<file path="src/rtl/script_tokenizer_defines.svh">
// Assertion macros used by the script tokenizer RTL.
// Each macro expects a clock named i_clk and an active-low reset named i_rst_n in scope.
`ifndef SCRIPT_TOKENIZER_DEFINES_SVH
`define SCRIPT_TOKENIZER_DEFINES_SVH

// Same-cycle implication: the consequent must hold whenever the antecedent holds.
`define STC_ASSERT_NOW(label, ante, cons) \
    label: assert property (@(posedge i_clk) disable iff (!i_rst_n) (ante) |-> (cons)) \
        else $error("script_tokenizer: same-cycle check failed");

// Next-cycle implication: the consequent must hold in the cycle after the antecedent.
`define STC_ASSERT_NEXT(label, ante, cons) \
    label: assert property (@(posedge i_clk) disable iff (!i_rst_n) (ante) |=> (cons)) \
        else $error("script_tokenizer: next-cycle check failed");

`endif

</file>
<file path="src/rtl/stc_pkg.sv">
// Shared types, constants and character-class helpers for the script tokenizer.
// No dependencies; imported by every RTL module of the block.
package stc_pkg;

    // Limits.
    localparam logic [15:0] MAX_TOKENS = 16'd512;
    localparam logic [7:0]  MAX_TEXT   = 8'd62;

    // Result queue geometry.
    localparam int FIFO_DEPTH = 4;
    localparam int FIFO_PTR_W = $clog2(FIFO_DEPTH);
    localparam int FIFO_CNT_W = $clog2(FIFO_DEPTH + 1);

    // Character codes.
    localparam logic [7:0] CH_NUL    = 8'h00;
    localparam logic [7:0] CH_TAB    = 8'h09;
    localparam logic [7:0] CH_LF     = 8'h0A;
    localparam logic [7:0] CH_CR     = 8'h0D;
    localparam logic [7:0] CH_SPACE  = 8'h20;
    localparam logic [7:0] CH_BANG   = 8'h21;
    localparam logic [7:0] CH_QUOTE  = 8'h22;
    localparam logic [7:0] CH_HASH   = 8'h23;
    localparam logic [7:0] CH_LT     = 8'h3C;
    localparam logic [7:0] CH_EQ     = 8'h3D;
    localparam logic [7:0] CH_GT     = 8'h3E;
    localparam logic [7:0] CH_ZERO   = 8'h30;

    // Operator codes for the two-character operators.
    localparam logic [7:0] OP_EQ = 8'h45;  // ==
    localparam logic [7:0] OP_NE = 8'h4E;  // !=
    localparam logic [7:0] OP_LE = 8'h4C;  // <=
    localparam logic [7:0] OP_GE = 8'h47;  // >=

    // Lexer modes.
    typedef enum logic [2:0] {
        M_IDLE    = 3'd0,
        M_COMMENT = 3'd1,
        M_NUMBER  = 3'd2,
        M_STRING  = 3'd3,
        M_IDENT   = 3'd4,
        M_HELD    = 3'd5,
        M_DISCARD = 3'd6,
        M_ENDING  = 3'd7
    } t_mode;

    // Result kinds.
    typedef enum logic [2:0] {
        K_NUM  = 3'd0,
        K_SCHR = 3'd1,
        K_ICHR = 3'd2,
        K_SEND = 3'd3,
        K_IEND = 3'd4,
        K_OP   = 3'd5,
        K_END  = 3'd6,
        K_ERR  = 3'd7
    } t_kind;

    // One result item.
    typedef struct packed {
        t_kind       kind;
        logic [63:0] value;
        logic [15:0] line;
        logic        last;
    } t_result;

    // Up to two results produced by one source byte.
    typedef struct packed {
        logic [1:0] count;
        t_result    res1;
        t_result    res0;
    } t_push;

    function automatic logic is_digit(input logic [7:0] c);
        return (c >= 8'h30) && (c <= 8'h39);
    endfunction

    function automatic logic is_alpha(input logic [7:0] c);
        return ((c >= 8'h61) && (c <= 8'h7A)) || ((c >= 8'h41) && (c <= 8'h5A)) ||
               (c == 8'h5F);
    endfunction

    // Single-character operators: ; ( ) { } , + - * / %
    function automatic logic is_single_op(input logic [7:0] c);
        return (c == 8'h3B) || (c == 8'h28) || (c == 8'h29) || (c == 8'h7B) ||
               (c == 8'h7D) || (c == 8'h2C) || (c == 8'h2B) || (c == 8'h2D) ||
               (c == 8'h2A) || (c == 8'h2F) || (c == 8'h25);
    endfunction

    // Appends a result to a pair; a third result is dropped.
    function automatic t_push push_res(input t_push p, input t_kind k,
                                       input logic [63:0] v, input logic [15:0] ln);
        t_push   q;
        t_result r;
        q       = p;
        r.kind  = k;
        r.value = v;
        r.line  = ln;
        r.last  = 1'b0;
        if (p.count == 2'd0) begin
            q.res0  = r;
            q.count = 2'd1;
        end else if (p.count == 2'd1) begin
            q.res1  = r;
            q.count = 2'd2;
        end
        return q;
    endfunction

endpackage

</file>
<file path="src/rtl/stc_lexer.sv">
// Lexer state machine: turns one accepted source byte into up to two results.
// Depends on stc_pkg for modes, kinds, limits and character classes.
module stc_lexer (
    input  logic          i_clk,
    input  logic          i_rst_n,
    input  logic          i_take,
    input  logic [7:0]    i_char,
    output stc_pkg::t_push o_push
);
    import stc_pkg::*;

    t_mode       r_mode,  n_mode;
    logic [63:0] r_acc,   n_acc;
    logic [7:0]  r_tcnt,  n_tcnt;
    logic [7:0]  r_held,  n_held;
    logic [15:0] r_line,  n_line;
    logic [15:0] r_tok,   n_tok;
    t_push       s_push;

    // Lexer state registers, updated once per accepted transaction.
    always_ff @(posedge i_clk) begin
        if (!i_rst_n) begin
            r_mode <= M_IDLE;
            r_acc  <= '0;
            r_tcnt <= '0;
            r_held <= '0;
            r_line <= 16'd1;
            r_tok  <= '0;
        end else if (i_take) begin
            r_mode <= n_mode;
            r_acc  <= n_acc;
            r_tcnt <= n_tcnt;
            r_held <= n_held;
            r_line <= n_line;
            r_tok  <= n_tok;
        end
    end

    // Next state and results for the byte on i_char.
    always_comb begin : p_step
        logic [7:0]  c;
        logic        do_td1;
        logic        td1_idle;
        logic        do_idle;
        logic        do_td2;
        logic        do_restart;
        logic        lim;
        logic [7:0]  h;
        logic [7:0]  op;
        logic [63:0] digit;

        c          = i_char;
        n_mode     = r_mode;
        n_acc      = r_acc;
        n_tcnt     = r_tcnt;
        n_held     = r_held;
        n_line     = r_line;
        n_tok      = r_tok;
        s_push     = '0;
        do_td1     = 1'b0;
        td1_idle   = 1'b0;
        do_idle    = 1'b0;
        do_td2     = 1'b0;
        do_restart = 1'b0;
        lim        = 1'b0;
        h          = r_held;
        op         = '0;
        digit      = {56'd0, c - CH_ZERO};

        // Mode-specific handling of the byte.
        unique case (r_mode)
            M_DISCARD: begin
                if (c == CH_NUL) do_restart = 1'b1;
            end
            M_ENDING: begin
                s_push = push_res(s_push, K_END, 64'd0, r_line);
                n_mode = M_DISCARD;
                if (c == CH_NUL) do_restart = 1'b1;
            end
            M_COMMENT: begin
                if ((c == CH_NUL) || (c == CH_LF)) do_idle = 1'b1;
            end
            M_NUMBER: begin
                if (is_digit(c)) begin
                    n_acc = (r_acc << 3) + (r_acc << 1) + digit;
                end else begin
                    s_push   = push_res(s_push, K_NUM, r_acc, r_line);
                    n_acc    = '0;
                    do_td1   = 1'b1;
                    td1_idle = 1'b1;
                end
            end
            M_STRING: begin
                if (c == CH_QUOTE) begin
                    s_push = push_res(s_push, K_SEND, 64'd0, r_line);
                    n_mode = M_IDLE;
                    do_td1 = 1'b1;
                end else if ((c == CH_NUL) || (r_tcnt >= MAX_TEXT)) begin
                    s_push   = push_res(s_push, K_SEND, 64'd0, r_line);
                    n_mode   = M_IDLE;
                    do_td1   = 1'b1;
                    td1_idle = 1'b1;
                end else begin
                    s_push = push_res(s_push, K_SCHR, {56'd0, c}, r_line);
                    n_tcnt = r_tcnt + 8'd1;
                end
            end
            M_IDENT: begin
                if ((is_alpha(c) || is_digit(c)) && (r_tcnt < MAX_TEXT)) begin
                    s_push = push_res(s_push, K_ICHR, {56'd0, c}, r_line);
                    n_tcnt = r_tcnt + 8'd1;
                end else begin
                    s_push   = push_res(s_push, K_IEND, 64'd0, r_line);
                    n_mode   = M_IDLE;
                    do_td1   = 1'b1;
                    td1_idle = 1'b1;
                end
            end
            M_HELD: begin
                n_held = '0;
                n_mode = M_IDLE;
                if (c == CH_EQ) begin
                    if (h == CH_EQ)        op = OP_EQ;
                    else if (h == CH_BANG) op = OP_NE;
                    else if (h == CH_LT)   op = OP_LE;
                    else                   op = OP_GE;
                    s_push = push_res(s_push, K_OP, {56'd0, op}, r_line);
                    do_td1 = 1'b1;
                end else if (h == CH_BANG) begin
                    s_push = push_res(s_push, K_ERR, {56'd0, CH_BANG}, r_line);
                    n_mode = M_DISCARD;
                    if (c == CH_NUL) do_restart = 1'b1;
                end else begin
                    s_push   = push_res(s_push, K_OP, {56'd0, h}, r_line);
                    do_td1   = 1'b1;
                    td1_idle = 1'b1;
                end
            end
            default: begin
                do_idle = 1'b1;
            end
        endcase

        // Token completed by the mode handling; the limit may stop the byte here.
        if (do_td1) begin
            n_tok = n_tok + 16'd1;
            lim   = (n_tok >= MAX_TOKENS);
            if (lim) begin
                if (s_push.count != 2'd2) begin
                    s_push = push_res(s_push, K_END, 64'd0, r_line);
                    n_mode = M_DISCARD;
                    if (c == CH_NUL) do_restart = 1'b1;
                end else begin
                    n_mode = M_ENDING;
                end
            end else if (td1_idle) begin
                do_idle = 1'b1;
            end
        end

        // Fresh tokenizing of the byte from the idle mode.
        if (do_idle) begin
            n_mode = M_IDLE;
            if (c == CH_NUL) begin
                s_push     = push_res(s_push, K_END, 64'd0, r_line);
                do_restart = 1'b1;
            end else if (c == CH_LF) begin
                if (r_line != 16'hFFFF) n_line = r_line + 16'd1;
            end else if ((c == CH_SPACE) || (c == CH_TAB) || (c == CH_CR)) begin
                n_mode = M_IDLE;
            end else if (c == CH_HASH) begin
                n_mode = M_COMMENT;
            end else if (is_digit(c)) begin
                n_mode = M_NUMBER;
                n_acc  = digit;
            end else if (c == CH_QUOTE) begin
                n_mode = M_STRING;
                n_tcnt = '0;
            end else if (is_alpha(c)) begin
                n_mode = M_IDENT;
                s_push = push_res(s_push, K_ICHR, {56'd0, c}, r_line);
                n_tcnt = 8'd1;
            end else if ((c == CH_EQ) || (c == CH_BANG) || (c == CH_LT) || (c == CH_GT)) begin
                n_mode = M_HELD;
                n_held = c;
            end else if (is_single_op(c)) begin
                s_push = push_res(s_push, K_OP, {56'd0, c}, r_line);
                do_td2 = 1'b1;
            end else begin
                s_push = push_res(s_push, K_ERR, {56'd0, c}, r_line);
                n_mode = M_DISCARD;
            end
        end

        // Token completed by a single-character operator.
        if (do_td2) begin
            n_tok = n_tok + 16'd1;
            if (n_tok >= MAX_TOKENS) begin
                if (s_push.count != 2'd2) begin
                    s_push = push_res(s_push, K_END, 64'd0, r_line);
                    n_mode = M_DISCARD;
                    if (c == CH_NUL) do_restart = 1'b1;
                end else begin
                    n_mode = M_ENDING;
                end
            end
        end

        // A restart is always the final action of a byte.
        if (do_restart) begin
            n_mode = M_IDLE;
            n_acc  = '0;
            n_tcnt = '0;
            n_held = '0;
            n_line = 16'd1;
            n_tok  = '0;
        end

        // Mark the final result of this byte.
        s_push.res0.last = (s_push.count == 2'd1);
        s_push.res1.last = (s_push.count == 2'd2);
    end

    assign o_push = s_push;

endmodule

</file>
<file path="src/rtl/stc_result_fifo.sv">
// Four-entry result queue: takes up to two results per cycle, delivers one.
// Depends on stc_pkg for the result types and queue geometry.
module stc_result_fifo (
    input  logic            i_clk,
    input  logic            i_rst_n,
    input  logic            i_push_en,
    input  stc_pkg::t_push  i_push,
    output logic            o_space,
    output logic            o_valid,
    input  logic            i_pop,
    output stc_pkg::t_result o_head
);
    import stc_pkg::*;

    `include "script_tokenizer_defines.svh"

    t_result                 r_mem [FIFO_DEPTH];
    logic [FIFO_PTR_W-1:0]   r_wp,    n_wp;
    logic [FIFO_PTR_W-1:0]   r_rp,    n_rp;
    logic [FIFO_CNT_W-1:0]   r_count, n_count;
    logic [1:0]              s_push_n;
    logic                    s_pop;

    assign s_push_n = i_push_en ? i_push.count : 2'd0;
    assign s_pop    = o_valid && i_pop;
    assign o_valid  = (r_count != '0);
    assign o_space  = (r_count <= FIFO_CNT_W'(FIFO_DEPTH - 2));
    assign o_head   = r_mem[r_rp];

    // Pointer and fill count arithmetic.
    always_comb begin
        n_wp    = r_wp + FIFO_PTR_W'(s_push_n);
        n_rp    = r_rp + FIFO_PTR_W'(s_pop);
        n_count = r_count + FIFO_CNT_W'(s_push_n) - FIFO_CNT_W'(s_pop);
    end

    // Control registers.
    always_ff @(posedge i_clk) begin
        if (!i_rst_n) begin
            r_wp    <= '0;
            r_rp    <= '0;
            r_count <= '0;
        end else begin
            r_wp    <= n_wp;
            r_rp    <= n_rp;
            r_count <= n_count;
        end
    end

    // Result storage, written at the write pointer and the entry after it.
    always_ff @(posedge i_clk) begin
        if (s_push_n != 2'd0) begin
            r_mem[r_wp] <= i_push.res0;
        end
        if (s_push_n == 2'd2) begin
            r_mem[r_wp + FIFO_PTR_W'(1)] <= i_push.res1;
        end
    end

    `STC_ASSERT_NOW(a_no_overflow, 1'b1, r_count <= FIFO_CNT_W'(FIFO_DEPTH))
    `STC_ASSERT_NOW(a_push_has_room, s_push_n != 2'd0, r_count <= FIFO_CNT_W'(FIFO_DEPTH - 2))
    `STC_ASSERT_NOW(a_single_last, s_push_n == 2'd1, i_push.res0.last)
    `STC_ASSERT_NOW(a_pair_last, s_push_n == 2'd2, !i_push.res0.last && i_push.res1.last)
    `STC_ASSERT_NEXT(a_pop_drains, s_pop && (s_push_n == 2'd0),
                     r_count == $past(r_count) - FIFO_CNT_W'(1))

endmodule

</file>
<file path="src/rtl/script_tokenizer.sv">
// Script tokenizer: source bytes in, tagged token results out.
//
// Input channel: i_in_valid / o_in_ready carry one source byte (i_char_in) per
// transaction; a zero byte ends the script. Output channel: o_out_valid /
// i_out_ready carry one result (o_kind, o_value, o_line, o_last) per transaction.
// A byte yields zero, one or two results; o_last marks the final one of a byte.
// Results are written into the result queue when a byte is taken and reach the
// output once earlier queued results have gone. Throughput: one byte per cycle
// while the receiver keeps up; bytes giving two results are limited by the
// single result port draining the four-entry result queue.
// o_in_ready is high while the queue has room for two more results, so bytes are
// taken even while earlier results wait. When the receiver stalls, results stay
// queued unchanged and o_in_ready drops once the queue holds more than two.
// Reset (synchronous, active low) empties the queue and returns the lexer to idle
// at line 1 with no pending token; no clearing pass is needed.
// Depends on stc_pkg, stc_lexer and stc_result_fifo.
module script_tokenizer (
    input  logic               i_clk,
    input  logic               i_rst_n,
    input  logic               i_in_valid,
    output logic               o_in_ready,
    input  logic [7:0]         i_char_in,
    output logic               o_out_valid,
    input  logic               i_out_ready,
    output logic [2:0]         o_kind,
    output logic signed [63:0] o_value,
    output logic [15:0]        o_line,
    output logic               o_last
);
    import stc_pkg::*;

    logic    s_take;
    logic    s_space;
    t_push   s_push;
    t_result s_head;

    // A byte is taken when the queue can absorb both possible results.
    assign o_in_ready = s_space;
    assign s_take     = i_in_valid && s_space;

    stc_lexer u_lexer (
        .i_clk   (i_clk),
        .i_rst_n (i_rst_n),
        .i_take  (s_take),
        .i_char  (i_char_in),
        .o_push  (s_push)
    );

    stc_result_fifo u_fifo (
        .i_clk     (i_clk),
        .i_rst_n   (i_rst_n),
        .i_push_en (s_take),
        .i_push    (s_push),
        .o_space   (s_space),
        .o_valid   (o_out_valid),
        .i_pop     (i_out_ready),
        .o_head    (s_head)
    );

    // Result fields at the head of the queue.
    assign o_kind  = s_head.kind;
    assign o_value = signed'(s_head.value);
    assign o_line  = s_head.line;
    assign o_last  = s_head.last;

endmodule
</file>
<file path="config.mk">
export PLATFORM = sky130hd
export DESIGN_NAME = script_tokenizer
export DESIGN_NICKNAME = d
export VERILOG_FILES = /design/src/rtl/stc_pkg.sv /design/src/rtl/stc_lexer.sv /design/src/rtl/stc_result_fifo.sv /design/src/rtl/script_tokenizer.sv
export VERILOG_INCLUDE_DIRS = /design/src /design/src/rtl
export SDC_FILE = /design/constraint.sdc
export NUM_CORES = 1
export LEC_CHECK = 0
export BUFFER_PORTS_ARGS = -buffer_cell sky130_fd_sc_hd__buf_2
export CORE_ASPECT_RATIO = 1.1
export CORE_MARGIN = 1
export CORE_UTILIZATION = 25
export CTS_CLUSTER_DIAMETER = 80
export DETAILED_ROUTE_END_ITERATION = 10
export GPL_ROUTABILITY_DRIVEN = 0
export PLACE_DENSITY = 0.41
export SLEW_MARGIN = 20
export SYNTH_ARGS = -nofsm -noshare
export SYNTH_HDL_FRONTEND = slang
export SYNTH_HIERARCHICAL = 1
export SYNTH_SLANG_ARGS = --single-unit
</file>
<file path="constraint.sdc">
create_clock -name i_clk -period 11.55 [get_ports i_clk]
set_clock_uncertainty 0.05 [all_clocks]
set_input_delay 0.5775 -clock i_clk [delete_from_list [all_inputs] [get_ports i_clk]]
set_output_delay 0.5775 -clock i_clk [all_outputs]
set_load 0.01 [all_outputs]
</file>
==> flow_metrics.tcl, run 1 <==
set metrics [dict create \
    drive_gt1_share_pct 25.86 \
    antenna_left 0 \
    drv_slew 0 \
    utilization_pct 28.31 \
    yosys_warnings 6 \
    cts.htree.levels 2 \
    grt_use_total_pct 13.94 \
    rr_worst_depth 16 \
    dieArea_um2 117900 \
    syn_to_final_growth_pct 12.42 \
    rsz0062_at_grt "no" \
    design_area_um2 32760 \
    tightestPinTransition_ns 1.117 \
    port-buffer-count 97 \
    setup_tns_ns 0 \
    crit_top_cell "or3_1" \
    cts_setup_buffers 0 \
    initial_core_util_pct 25.18 \
    synth_edf_count 336 \
    min_path_cells 3 \
    nets 2710 \
    detailed_place_hpwl_um 53960 \
    synth_ff_type "edfxtp_1" \
    synth_area_per_cell_um2 11.60 \
    cts_hold_buf 0 \
    endpoint_kind "register" \
    r2r_setup_slack_ns 4.29 \
    cp_max_fo 33 \
    vias_per_cell 4.792 \
    grt_pass1_wl_um 127200 \
    ys_ff_latch 458 \
    multi_input_area_um2 15500 \
    hold_start "i_char_in[5]" \
    grt_max_degree 57 \
    path_cells "buf_2 -> inv_1 -> ha_1 -> or4b_4 -> nor3_1 -> nor4_1 -> o22ai_2 -> a21oi_1 -> o21ai_0 -> a21o_1 -> or3_1 -> or3_1 -> o211ai_2 -> and2_1 -> mux2i_1 -> nand3b_4 -> or3b_4 -> buf_4 -> mux2_2" \
    drt_first_pass_iters 10 \
    layout.area.seq_um2 12540 \
    arrival_ns 7.64 \
    setup_violations 0 \
    hp-class "input port to register" \
    antenna_found_initial 9 \
    cts_resized 0 \
    min_to "u_lexer/p_step.h[5]$_SDFFE_PN0P_" \
    routed_wl_um 82770 \
    async_reset_ff_share_pct 0 \
    status "finished, violations left" \
    cts_tree "done" \
    num_vias 19790 \
    io_pins 98 \
    overflow 0 \
    cts.sinks 458 \
    synthCells 2513 \
    start_kind "input port" \
    r2r_end "u_fifo/r_mem[3][9]$_DFFE_PP_" \
    fmax_mhz 137.1 \
    vdd_drop_max_mv 0.1262 \
    die_x_um 327.5 \
    n_fill_cell 12010 \
    critPathRequiredTime_ns 11.89 \
    critPathKind "input port to register" \
    maxCapViolCount 0 \
    row_count 131 \
    drcViolationCount 4 \
    syn-cell-area_um2 29140 \
    cts_root_buffer "clkbuf_16" \
    coreArea_um2 115700 \
    min_period_ns 7.293 \
    r2r-start "u_lexer/p_step.h[1]$_SDFFE_PN0P_" \
    maxSlewHeadroom_pct 25.46 \
    place_area_um2 30870 \
    ys_seq_area_share_pct 43.01 \
    clk_pin_slew_ns 0.06 \
    wl_per_cell_um 20.05 \
    drt_iter0_drc 967 \
    power_per_cell_area_nw_per_um2 172.4 \
    crit_slowest_cell "a21oi_1" \
    grt_pass1_vias 20790 \
    critPathTopFamily "simple AND/OR/NAND/NOR gates" \
    cts_buffers 57 \
    violations "design-rule violations" \
    finalCritPeriodShare_pct 63.14 \
    cts.path.max_buffers 3 \
    cp.buffers_inverters 3 \
    slowest_delay_ns 0.75 \
    die_h_um 360.1 \
    synthDistinctLibCells 94 \
    hold_viol_final 0 \
    worst_skew_pair.late_latency_ns 0.65 \
    leakagePower_nw 12.31 \
]
[cell usage after synthesis, types with 7 or more instances]
cell type | number | share of area [%]
buf_6 | 14 | 0.54
o31ai_1 | 8 | 0.21
a31oi_1 | 20 | 0.43
inv_1 | 64 | 0.82
nand4_1 | 23 | 0.49
nor2_1 | 153 | 2.0
nor4_1 | 7 | 0.15
a21o_1 | 55 | 1.4
fa_1 | 7 | 0.48
a21oi_1 | 111 | 1.9
buf_4 | 62 | 1.6
a211oi_1 | 12 | 0.31
a21boi_0 | 9 | 0.23
clkbuf_1 | 68 | 0.88
nand2_1 | 159 | 2.0
nor3b_1 | 7 | 0.18
nand3_1 | 37 | 0.64
o21bai_1 | 13 | 0.33
nand2b_1 | 17 | 0.36
nor2b_1 | 31 | 0.67
dfxtp_1 | 122 | 8.4
and2_1 | 104 | 2.2
o211ai_1 | 10 | 0.26
mux4_2 | 84 | 6.5
o21ai_0 | 102 | 1.8
or3_1 | 16 | 0.34
nor3_1 | 19 | 0.33
edfxtp_1 | 336 | 35
xnor2_1 | 54 | 1.6
buf_1 | 11 | 0.14
a221oi_1 | 7 | 0.21
a22oi_1 | 42 | 1.1
and3_1 | 24 | 0.52
mux2_4 | 60 | 3.1
mux2_2 | 279 | 11
xor2_1 | 52 | 1.6
ha_1 | 141 | 6.1
o21a_1 | 11 | 0.28
buf_2 | 45 | 0.77
[tightest hold or removal path, cell delays in order]
cell	delay [ns]
buf_2	0.19
a22oi_1	0.11
nor2_1	0.08
[layout make-up]
cell class,instances,share of cell area [%]
Antenna cell,1,0.007639
Clock buffer,73,4.664
Clock inverter,35,1.012
Inverter,65,0.7448
Multi-Input combinational cell,1845,47.32
Sequential cell,458,38.28
Tap cell,1529,5.840
Timing Repair Buffer,123,2.139
[report_power, final]
part           leakage [nW]  internal (mW)  switching [mW]
clock network         0.888           1.03           0.749
logic                  7.67          0.676            1.00
registers              3.75           2.09          0.0989
[per-stage QoR]
step | cells | total power [mW] | hold slack (ns) | setup WS (ns)
after floorplan | 2568 | 3.307 | 0.3667 | 2.950
after global placement | 4019 | 3.934 | 0.3987 | 3.766
after detailed placement | 4019 | 3.954 | 0.3970 | 3.646
after CTS | 4127 | 5.774 | 0.2330 | 4.245
after global routing | 4128 | 5.957 | 0.2715 | 3.644
final | 4129 | 5.648 | 0.2902 | 4.257
[worst max-delay path by stage]
stage | from | endpoint | slack, ns | cells past startpoint
CTS | u_lexer/p_step.h[1]$_SDFFE_PN0P_ | u_fifo/r_mem[2][30]$_DFFE_PP_ | 4.24 | 16
global placement | i_char_in[4] | u_fifo/r_mem[2][12]$_DFFE_PP_ | 3.77 | 19
detailed placement | i_char_in[4] | u_fifo/r_mem[2][15]$_DFFE_PP_ | 3.65 | 19
floorplan | i_char_in[4] | u_fifo/r_mem[1][0]$_DFFE_PP_ | 2.95 | 21
finish | i_char_in[4] | u_fifo/r_mem[3][9]$_DFFE_PP_ | 4.26 | 19
global route | u_lexer/p_step.h[1]$_SDFFE_PN0P_ | u_fifo/r_mem[2][28]$_DFFE_PP_ | 3.64 | 16
[flip-flops by register name, indices dropped and copies added (netlist names)]
signal            count
u_lexer/r_line       16
u_fifo/r_wp           2
u_fifo/r_rp           2
u_lexer/p_step.h      8
u_fifo/r_mem        336
u_lexer/r_tok        16
u_lexer/r_mode        3
u_fifo/r_count        3
u_lexer/r_acc        64
u_lexer/r_tcnt        8
[logic make-up (layout without fill, tap and decap cells)]
group	count (synthesis)	in the layout	share of synthesized area [%]
AND/OR/NAND/NOR	625	625	10.95
AO/OA/AOI/OAI	481	481	10.97
flip-flops	458	458	43.01
multiplexers	429	429	20.57
buffers and inverters	265	296	4.766
adder cells (fa/ha/maj)	148	148	6.535
XOR/XNOR	106	106	3.186
other	1	57	0.01287
[layer usage]
layer | wire length [um] | part of all wire [%] | track usage (%)
met5 | 44 | 0.053 | 0
met4 | 2079 | 2.5 | 4.022
met3 | 3333 | 4.0 | 2.623
met2 | 40500 | 49 | 24.18
met1 | 36820 | 44 | 17.41
[cell usage in the layout (no fill, tap or decap), types with 12 or more instances in the layout]
master     count
a21oi_1      111
clkbuf_16     58
a22oi_1       42
buf_4         25
a31oi_1       20
o21bai_1      13
nor2b_1       31
mux4_2        84
ha_1         141
and3_1        23
o21ai_0      102
a21o_1        55
edfxtp_1     336
or3_1         16
clkbuf_1      13
nor3_1        18
conb_1        56
xor2_1        52
mux2_2       279
nand3_1       37
buf_2         97
a211oi_1      12
mux2_4        60
dfxtp_1      120
nor2_1       150
nand2b_1      17
nand4_1       23
inv_1         64
and2_1       103
xnor2_1       54
nand2_1      159
Power figures use the tool's default switching activity.
==> run 2: changes to the inputs <==
==> constraint.sdc (replaced) <==
create_clock -name i_clk -period 7.06 [get_ports i_clk]
set_clock_uncertainty 0.05 [all_clocks]
set_input_delay 0.353 -clock i_clk [delete_from_list [all_inputs] [get_ports i_clk]]
set_output_delay 0.353 -clock i_clk [all_outputs]
set_load 0.01 [all_outputs]
==> flow_metrics.tcl, run 2 (same netlist as run 1, synthesis figures left out) <==
set metrics [dict create \
    vdd_drop_max_mv 0.1800 \
    min_period_ns 6.504 \
    status "complete, no violations" \
    cts.htree.levels 2 \
    nets 2721 \
    vias_per_cell 4.810 \
    setup_tns_ns 0 \
    place_area_um2 31110 \
    drt_iter0_drc 1091 \
    fin_hold_ws_ns 0.09817 \
    drive_gt1_share_pct 26.28 \
    maxSlewHeadroom_pct 23.48 \
    cts_resized 0 \
    hold_viol_final 0 \
    num_vias 19900 \
    cts.path.max_buffers 3 \
    clk_pin_slew_ns 0.06 \
    grt_use_total_pct 14.10 \
    tightestPinTransition_ns 1.148 \
    wl_per_cell_um 20.47 \
    die_h_um 360.1 \
    maxCapViolCount 0 \
    top_regs "u_fifo/r_mem (336), u_lexer/r_acc (64)" \
    syn_to_final_growth_pct 13.07 \
    leakagePower_nw 12.44 \
    cts_root_buffer "clkbuf_16" \
    path_cells "and3_1 -> and3_1 -> and3_1 -> xnor2_1 -> o2111ai_1 -> buf_4 -> ha_1 -> o21ai_0 -> ha_1 -> mux2_2 -> ha_1 -> inv_1 -> nor2_1 -> a21oi_1 -> buf_4 -> nand3b_4 -> or3b_4 -> buf_12 -> mux2_4" \
    multi_input_area_um2 15490 \
    arrival_ns 6.82 \
    largest_reg_flops 336 \
    slowest_delay_ns 0.78 \
    setup.worst_path.start "u_lexer/r_tok[2]$_SDFFE_PN0P_" \
    fmax_mhz 153.7 \
    critPathRequiredTime_ns 7.38 \
    rsz0062_at_grt "no" \
    cts_tree "done" \
    port-buffer-count 97 \
    critPathKind "register to register" \
    start_kind "register" \
    cts.sinks 458 \
    top_register "u_fifo/r_mem" \
    grt_pass1_wl_um 128900 \
    design_area_um2 32950 \
    drcViolationCount 0 \
    grt_pass1_vias 20820 \
    hp-class "input port to register" \
    layout.area.seq_um2 12540 \
    routed_wl_um 84670 \
    setup_violations 0 \
    drt_first_pass_iters 5 \
    power_per_cell_area_nw_per_um2 283.0 \
    final_common_cell "edfxtp_1" \
    r2r-start "u_lexer/r_tok[2]$_SDFFE_PN0P_" \
    n_fill_cell 12000 \
    antenna_left 0 \
    coreArea_um2 115700 \
    io_pins 98 \
    cts_hold_buf 0 \
    cts_setup_buffers 0 \
    row_count 131 \
    die_x_um 327.5 \
    min_path_cells 3 \
    crit_slowest_cell "or3b_4" \
    antenna_found_initial 8 \
    drv_slew 0 \
    initial_core_util_pct 25.18 \
    worst_skew_pair.late_latency_ns 0.62 \
    detailed_place_hpwl_um 54480 \
    mostFrequentLayoutCells "edfxtp_1, mux2_2, nand2_1, nor2_1, ha_1" \
    cts_buffers 54 \
    dieArea_um2 117900 \
    finalCritPeriodShare_pct 92.13 \
    overflow 0 \
    rr_worst_depth 19 \
    cp_max_fo 41 \
    endpoint_kind "register" \
    grt_max_degree 59 \
    hold_start "i_char_in[5]" \
]
## run 2: critical path: cells and delay by family, from the launching register on
| kind | cells | cell delay, ns |
|---|---|---|
| AOI/OAI and AO/OA | 3 | 0.77 |
| xor gates and xnor gates | 1 | 0.13 |
| adders and majority gates | 3 | 0.90 |
| buffers and inverters | 4 | 0.98 |
| DFF | 1 | 0.57 |
| muxes | 2 | 0.64 |
| and+or+nand+nor | 6 | 2.11 |
## run 2: power breakdown
part           switching, mW  internal (mW)  leakage (nW)
Combinational           1.67           1.14          7.78
Sequential             0.179           3.42          3.75
Clock                   1.20           1.71         0.904
Total                   3.04           6.28          12.4
## run 2: final timing paths
kind / slack [ns] / to
worst max-delay path: 0.56 / u_fifo/r_mem[3][57]$_DFFE_PP_
worst min-delay path: 0.1 / u_lexer/p_step.h[5]$_SDFFE_PN0P_
worst max register to register: 0.56 / u_fifo/r_mem[3][57]$_DFFE_PP_
worst min register to register: 0.42 / u_lexer/r_acc[63]$_SDFFE_PN0P_
## run 2: cell type report
cell class / instances / area share (%)
Multi-Input combinational cell: 1845 / 47.02
Sequential cell: 458 / 38.06
Tap cell: 1529 / 5.806
Clock buffer: 75 / 4.678
Timing Repair Buffer: 137 / 2.802
Clock inverter: 27 / 0.8848
Inverter: 65 / 0.7405
Antenna cell: 1 / 0.007594
## run 2: per-layer routing
| layer | share of wire [%] | track usage [%] | vias to the layer above |
|---|---|---|---|
| met1 | 45 | 18.27 | 9989 |
| met3 | 3.9 | 2.210 | 100 |
| met2 | 49 | 24.33 | 343 |
| li1 | - | - | 9457 |
| met5 | 0.057 | 0 | - |
| met4 | 1.8 | 3.353 | 8 |
## run 2: per-stage QoR
step	power [mW]	worst slack [ns]	utilization [%]	instances
after floorplan	5.404	0.1108	-	2568
after global placement	6.529	0.4771	26.89	4034
after detailed placement	6.566	0.3822	26.89	4034
after CTS	9.542	0.6633	28.47	4136
after global routing	9.812	0.2780	28.47	4137
final	9.324	0.5555	28.47	4137
==> run 3: changes to the inputs <==
--- a/config.mk
+++ b/config.mk
@@ -17,5 +17,4 @@
 export SLEW_MARGIN = 20
 export SYNTH_ARGS = -nofsm -noshare
 export SYNTH_HDL_FRONTEND = slang
-export SYNTH_HIERARCHICAL = 1
 export SYNTH_SLANG_ARGS = --single-unit
==> flow_metrics.tcl, run 3 <==
set metrics [dict create \
    grt_pass1_vias 21420 \
    yosysMostFrequentCell "dfxtp_1" \
    min_period_ns 5.884 \
    pwr-share-comb_pct 28.2 \
    cts_hold_buf 0 \
    wl_per_cell_um 21.48 \
    async_reset_ff_share_pct 0 \
    cts_buffers 52 \
    syn_to_final_growth_pct 14.37 \
    p_seq_share_pct 37.3 \
    leakagePower_nw 11.15 \
    tightestPinTransition_ns 1.009 \
    critPathKind "register to register" \
    grt_pass1_wl_um 131400 \
    hp-class "input port to register" \
    hold_viol_final 0 \
    p_switching_mw 2.869 \
    hold_start "i_char_in[5]" \
    cts_root_buffer "clkbuf_16" \
    initial_core_util_pct 25.36 \
    synth_common_cells "dfxtp_1, a32o_1, nor2_1" \
    fin_hold_ws_ns 0.1762 \
    slowest_delay_ns 0.54 \
    top_regs "u_fifo.r_mem (336), u_lexer.r_acc (64)" \
    overflow 0 \
    die_h_um 338.1 \
    finalCritPeriodShare_pct 83.34 \
    coreArea_um2 101200 \
    setup.worst_path.start "u_lexer.p_step.h[7]$_SDFFE_PN0P_" \
    synth_area_leaders "dfxtp_1, edfxtp_1, a32o_1" \
    synth_ff_type "dfxtp_1" \
    dieArea_um2 104000 \
    grt_use_total_pct 16.11 \
    dp.cells 3853 \
    maxSlewHeadroom_pct 32.73 \
    cp_max_fo 108 \
    antenna_left 0 \
    synth_area_per_cell_um2 10.12 \
    top_register "u_fifo.r_mem" \
    syn-cell-area_um2 25670 \
    final_common_cell "dfxtp_1" \
    yosys_warnings 0 \
    maxCapViolCount 0 \
    start_kind "register" \
    syn-num-nets 2697 \
    ys_ff_latch 458 \
    grt_util_met1_pct 21.89 \
    ys_seq_area_share_pct 40.09 \
    power_per_cell_area_nw_per_um2 272.4 \
    post-synth-top-area-cell "dfxtp_1" \
    antenna_found_initial 10 \
    setup_violations 0 \
    crit_top_cell "nand2_1" \
    setup_slack_ns 1.176 \
    status "complete, no violations" \
    grt_max_degree 109 \
    port-buffer-count 97 \
    cts_resized 0 \
    row_count 122 \
    synthCells 2535 \
    worst_skew_pair.late_latency_ns 0.64 \
    r2r-start "u_lexer.p_step.h[7]$_SDFFE_PN0P_" \
    routed_wl_um 84800 \
    gr-usage-met2_pct 26.48 \
    cts_tree "done" \
    synth_edf_count 112 \
    place_area_um2 27620 \
    fmax_mhz 170.0 \
    io_pins 98 \
    detailed_place_hpwl_um 54360 \
    dpl_worst_slack_ns 0.8227 \
    use_met3_pct 2.520 \
    r2r_setup_slack_ns 1.18 \
    utilization_pct 29.00 \
    drv_slew 0 \
    grt_most_used_layer "met2" \
    drive_gt1_share_pct 14.13 \
    nets 2705 \
    vdd_drop_max_mv 0.2081 \
    setup_tns_ns 0 \
    vias_per_cell 5.359 \
    rsz0062_at_grt "no" \
    yosysTopAreaCellShare_pct 26.99 \
    cts.sinks 458 \
    cts_setup_buffers 0 \
    drt_first_pass_iters 7 \
    diodes 0 \
    clk_pin_slew_ns 0.06 \
    num_vias 21150 \
    final_cells 3947 \
    path_cells "nor4b_1 -> nand2_1 -> o21ai_0 -> and4b_1 -> nand2_1 -> nand2_1 -> nand2_1 -> ha_1 -> and3_1 -> nand3_1 -> o31ai_1 -> a31o_2 -> or2_2 -> a211o_1 -> a211oi_2 -> a2111oi_2 -> buf_4 -> nor4_4 -> buf_12 -> buf_12 -> a32o_1" \
    p_int_mw 5.126 \
    arrival_ns 6.40 \
    swShare_pct 35.88 \
    largest_reg_flops 336 \
    cts.path.max_buffers 3 \
    mostFrequentLayoutCells "dfxtp_1, a32o_1, nor2_1, nand2_1, a21oi_1" \
    design_area_um2 29350 \
    critPathRequiredTime_ns 7.57 \
    power.total_mw 7.995 \
    crit_slowest_cell "nor4b_1" \
    synthDistinctLibCells 84 \
    drt_iter0_drc 1475 \
    endpoint_kind "register" \
    cts.htree.levels 2 \
    die_x_um 307.5 \
    drcViolationCount 0 \
    p_clk_share_pct 34.6 \
]
-- run 3: worst paths after layout --
check / to / cells past startpoint
worst min-delay path: u_lexer.p_step.h[5]$_SDFFE_PN0P_ / 3
worst max register to register: u_fifo.r_mem[3][62]$_SDFFE_PP0N_ / 21
worst max-delay path: u_fifo.r_mem[3][62]$_SDFFE_PP0N_ / 21
worst min register to register: u_fifo.r_mem[2][71]$_SDFFE_PP0P_ / 1
-- run 3: area by class of cell --
cell class              instances  area (um^2)
fillers                     10540        71850
multi-input cells            1812        14330
flip-flops and latches        458        10300
well taps                    1364         1707
clock buffers                  71         1495
repair buffers                152         1036
inverters                      67        251.5
clock inverters                23        236.5
-- run 3: layer usage --
metal  part of all wire [%]  wire length [um]
met1                     47             39540
met2                     47             39700
met3                    4.4              3767
met4                    2.0              1698
met5                  0.098                83
-- run 3: power groups by stage --
| stage | Combinational (mW) | Clock (mW) | Sequential (mW) |
|---|---|---|---|
| 2_1_floorplan | 1.44 | 0 | 2.94 |
| 4_1_cts | 2.29 | 2.86 | 2.99 |
| 3_3_place_gp | 2.27 | 0 | 3.04 |
| 5_1_grt | 2.43 | 2.95 | 3.01 |
| 3_5_place_dp | 2.28 | 0 | 3.04 |
| 6_report | 2.25 | 2.76 | 2.98 |
-- run 3: critical path, delay by kind of cell, from the launching register on --
kind	cells	cell delay [ns]
AO/OA/AOI/OAI	7	1.76
flip-flops	1	0.35
AND/OR/NAND/NOR	10	2.41
buffers and inverters	3	0.83
adder cells (fa/ha/maj)	1	0.25
-- run 3: kinds of logic after synthesis --
group	share of synthesized area [%]
AOI/OAI and AO/OA	24.88
xor gates and xnor gates	3.276
adders and majority gates	7.517
buffers and inverters	4.392
DFF	40.09
muxes	7.702
and+or+nand+nor	12.14
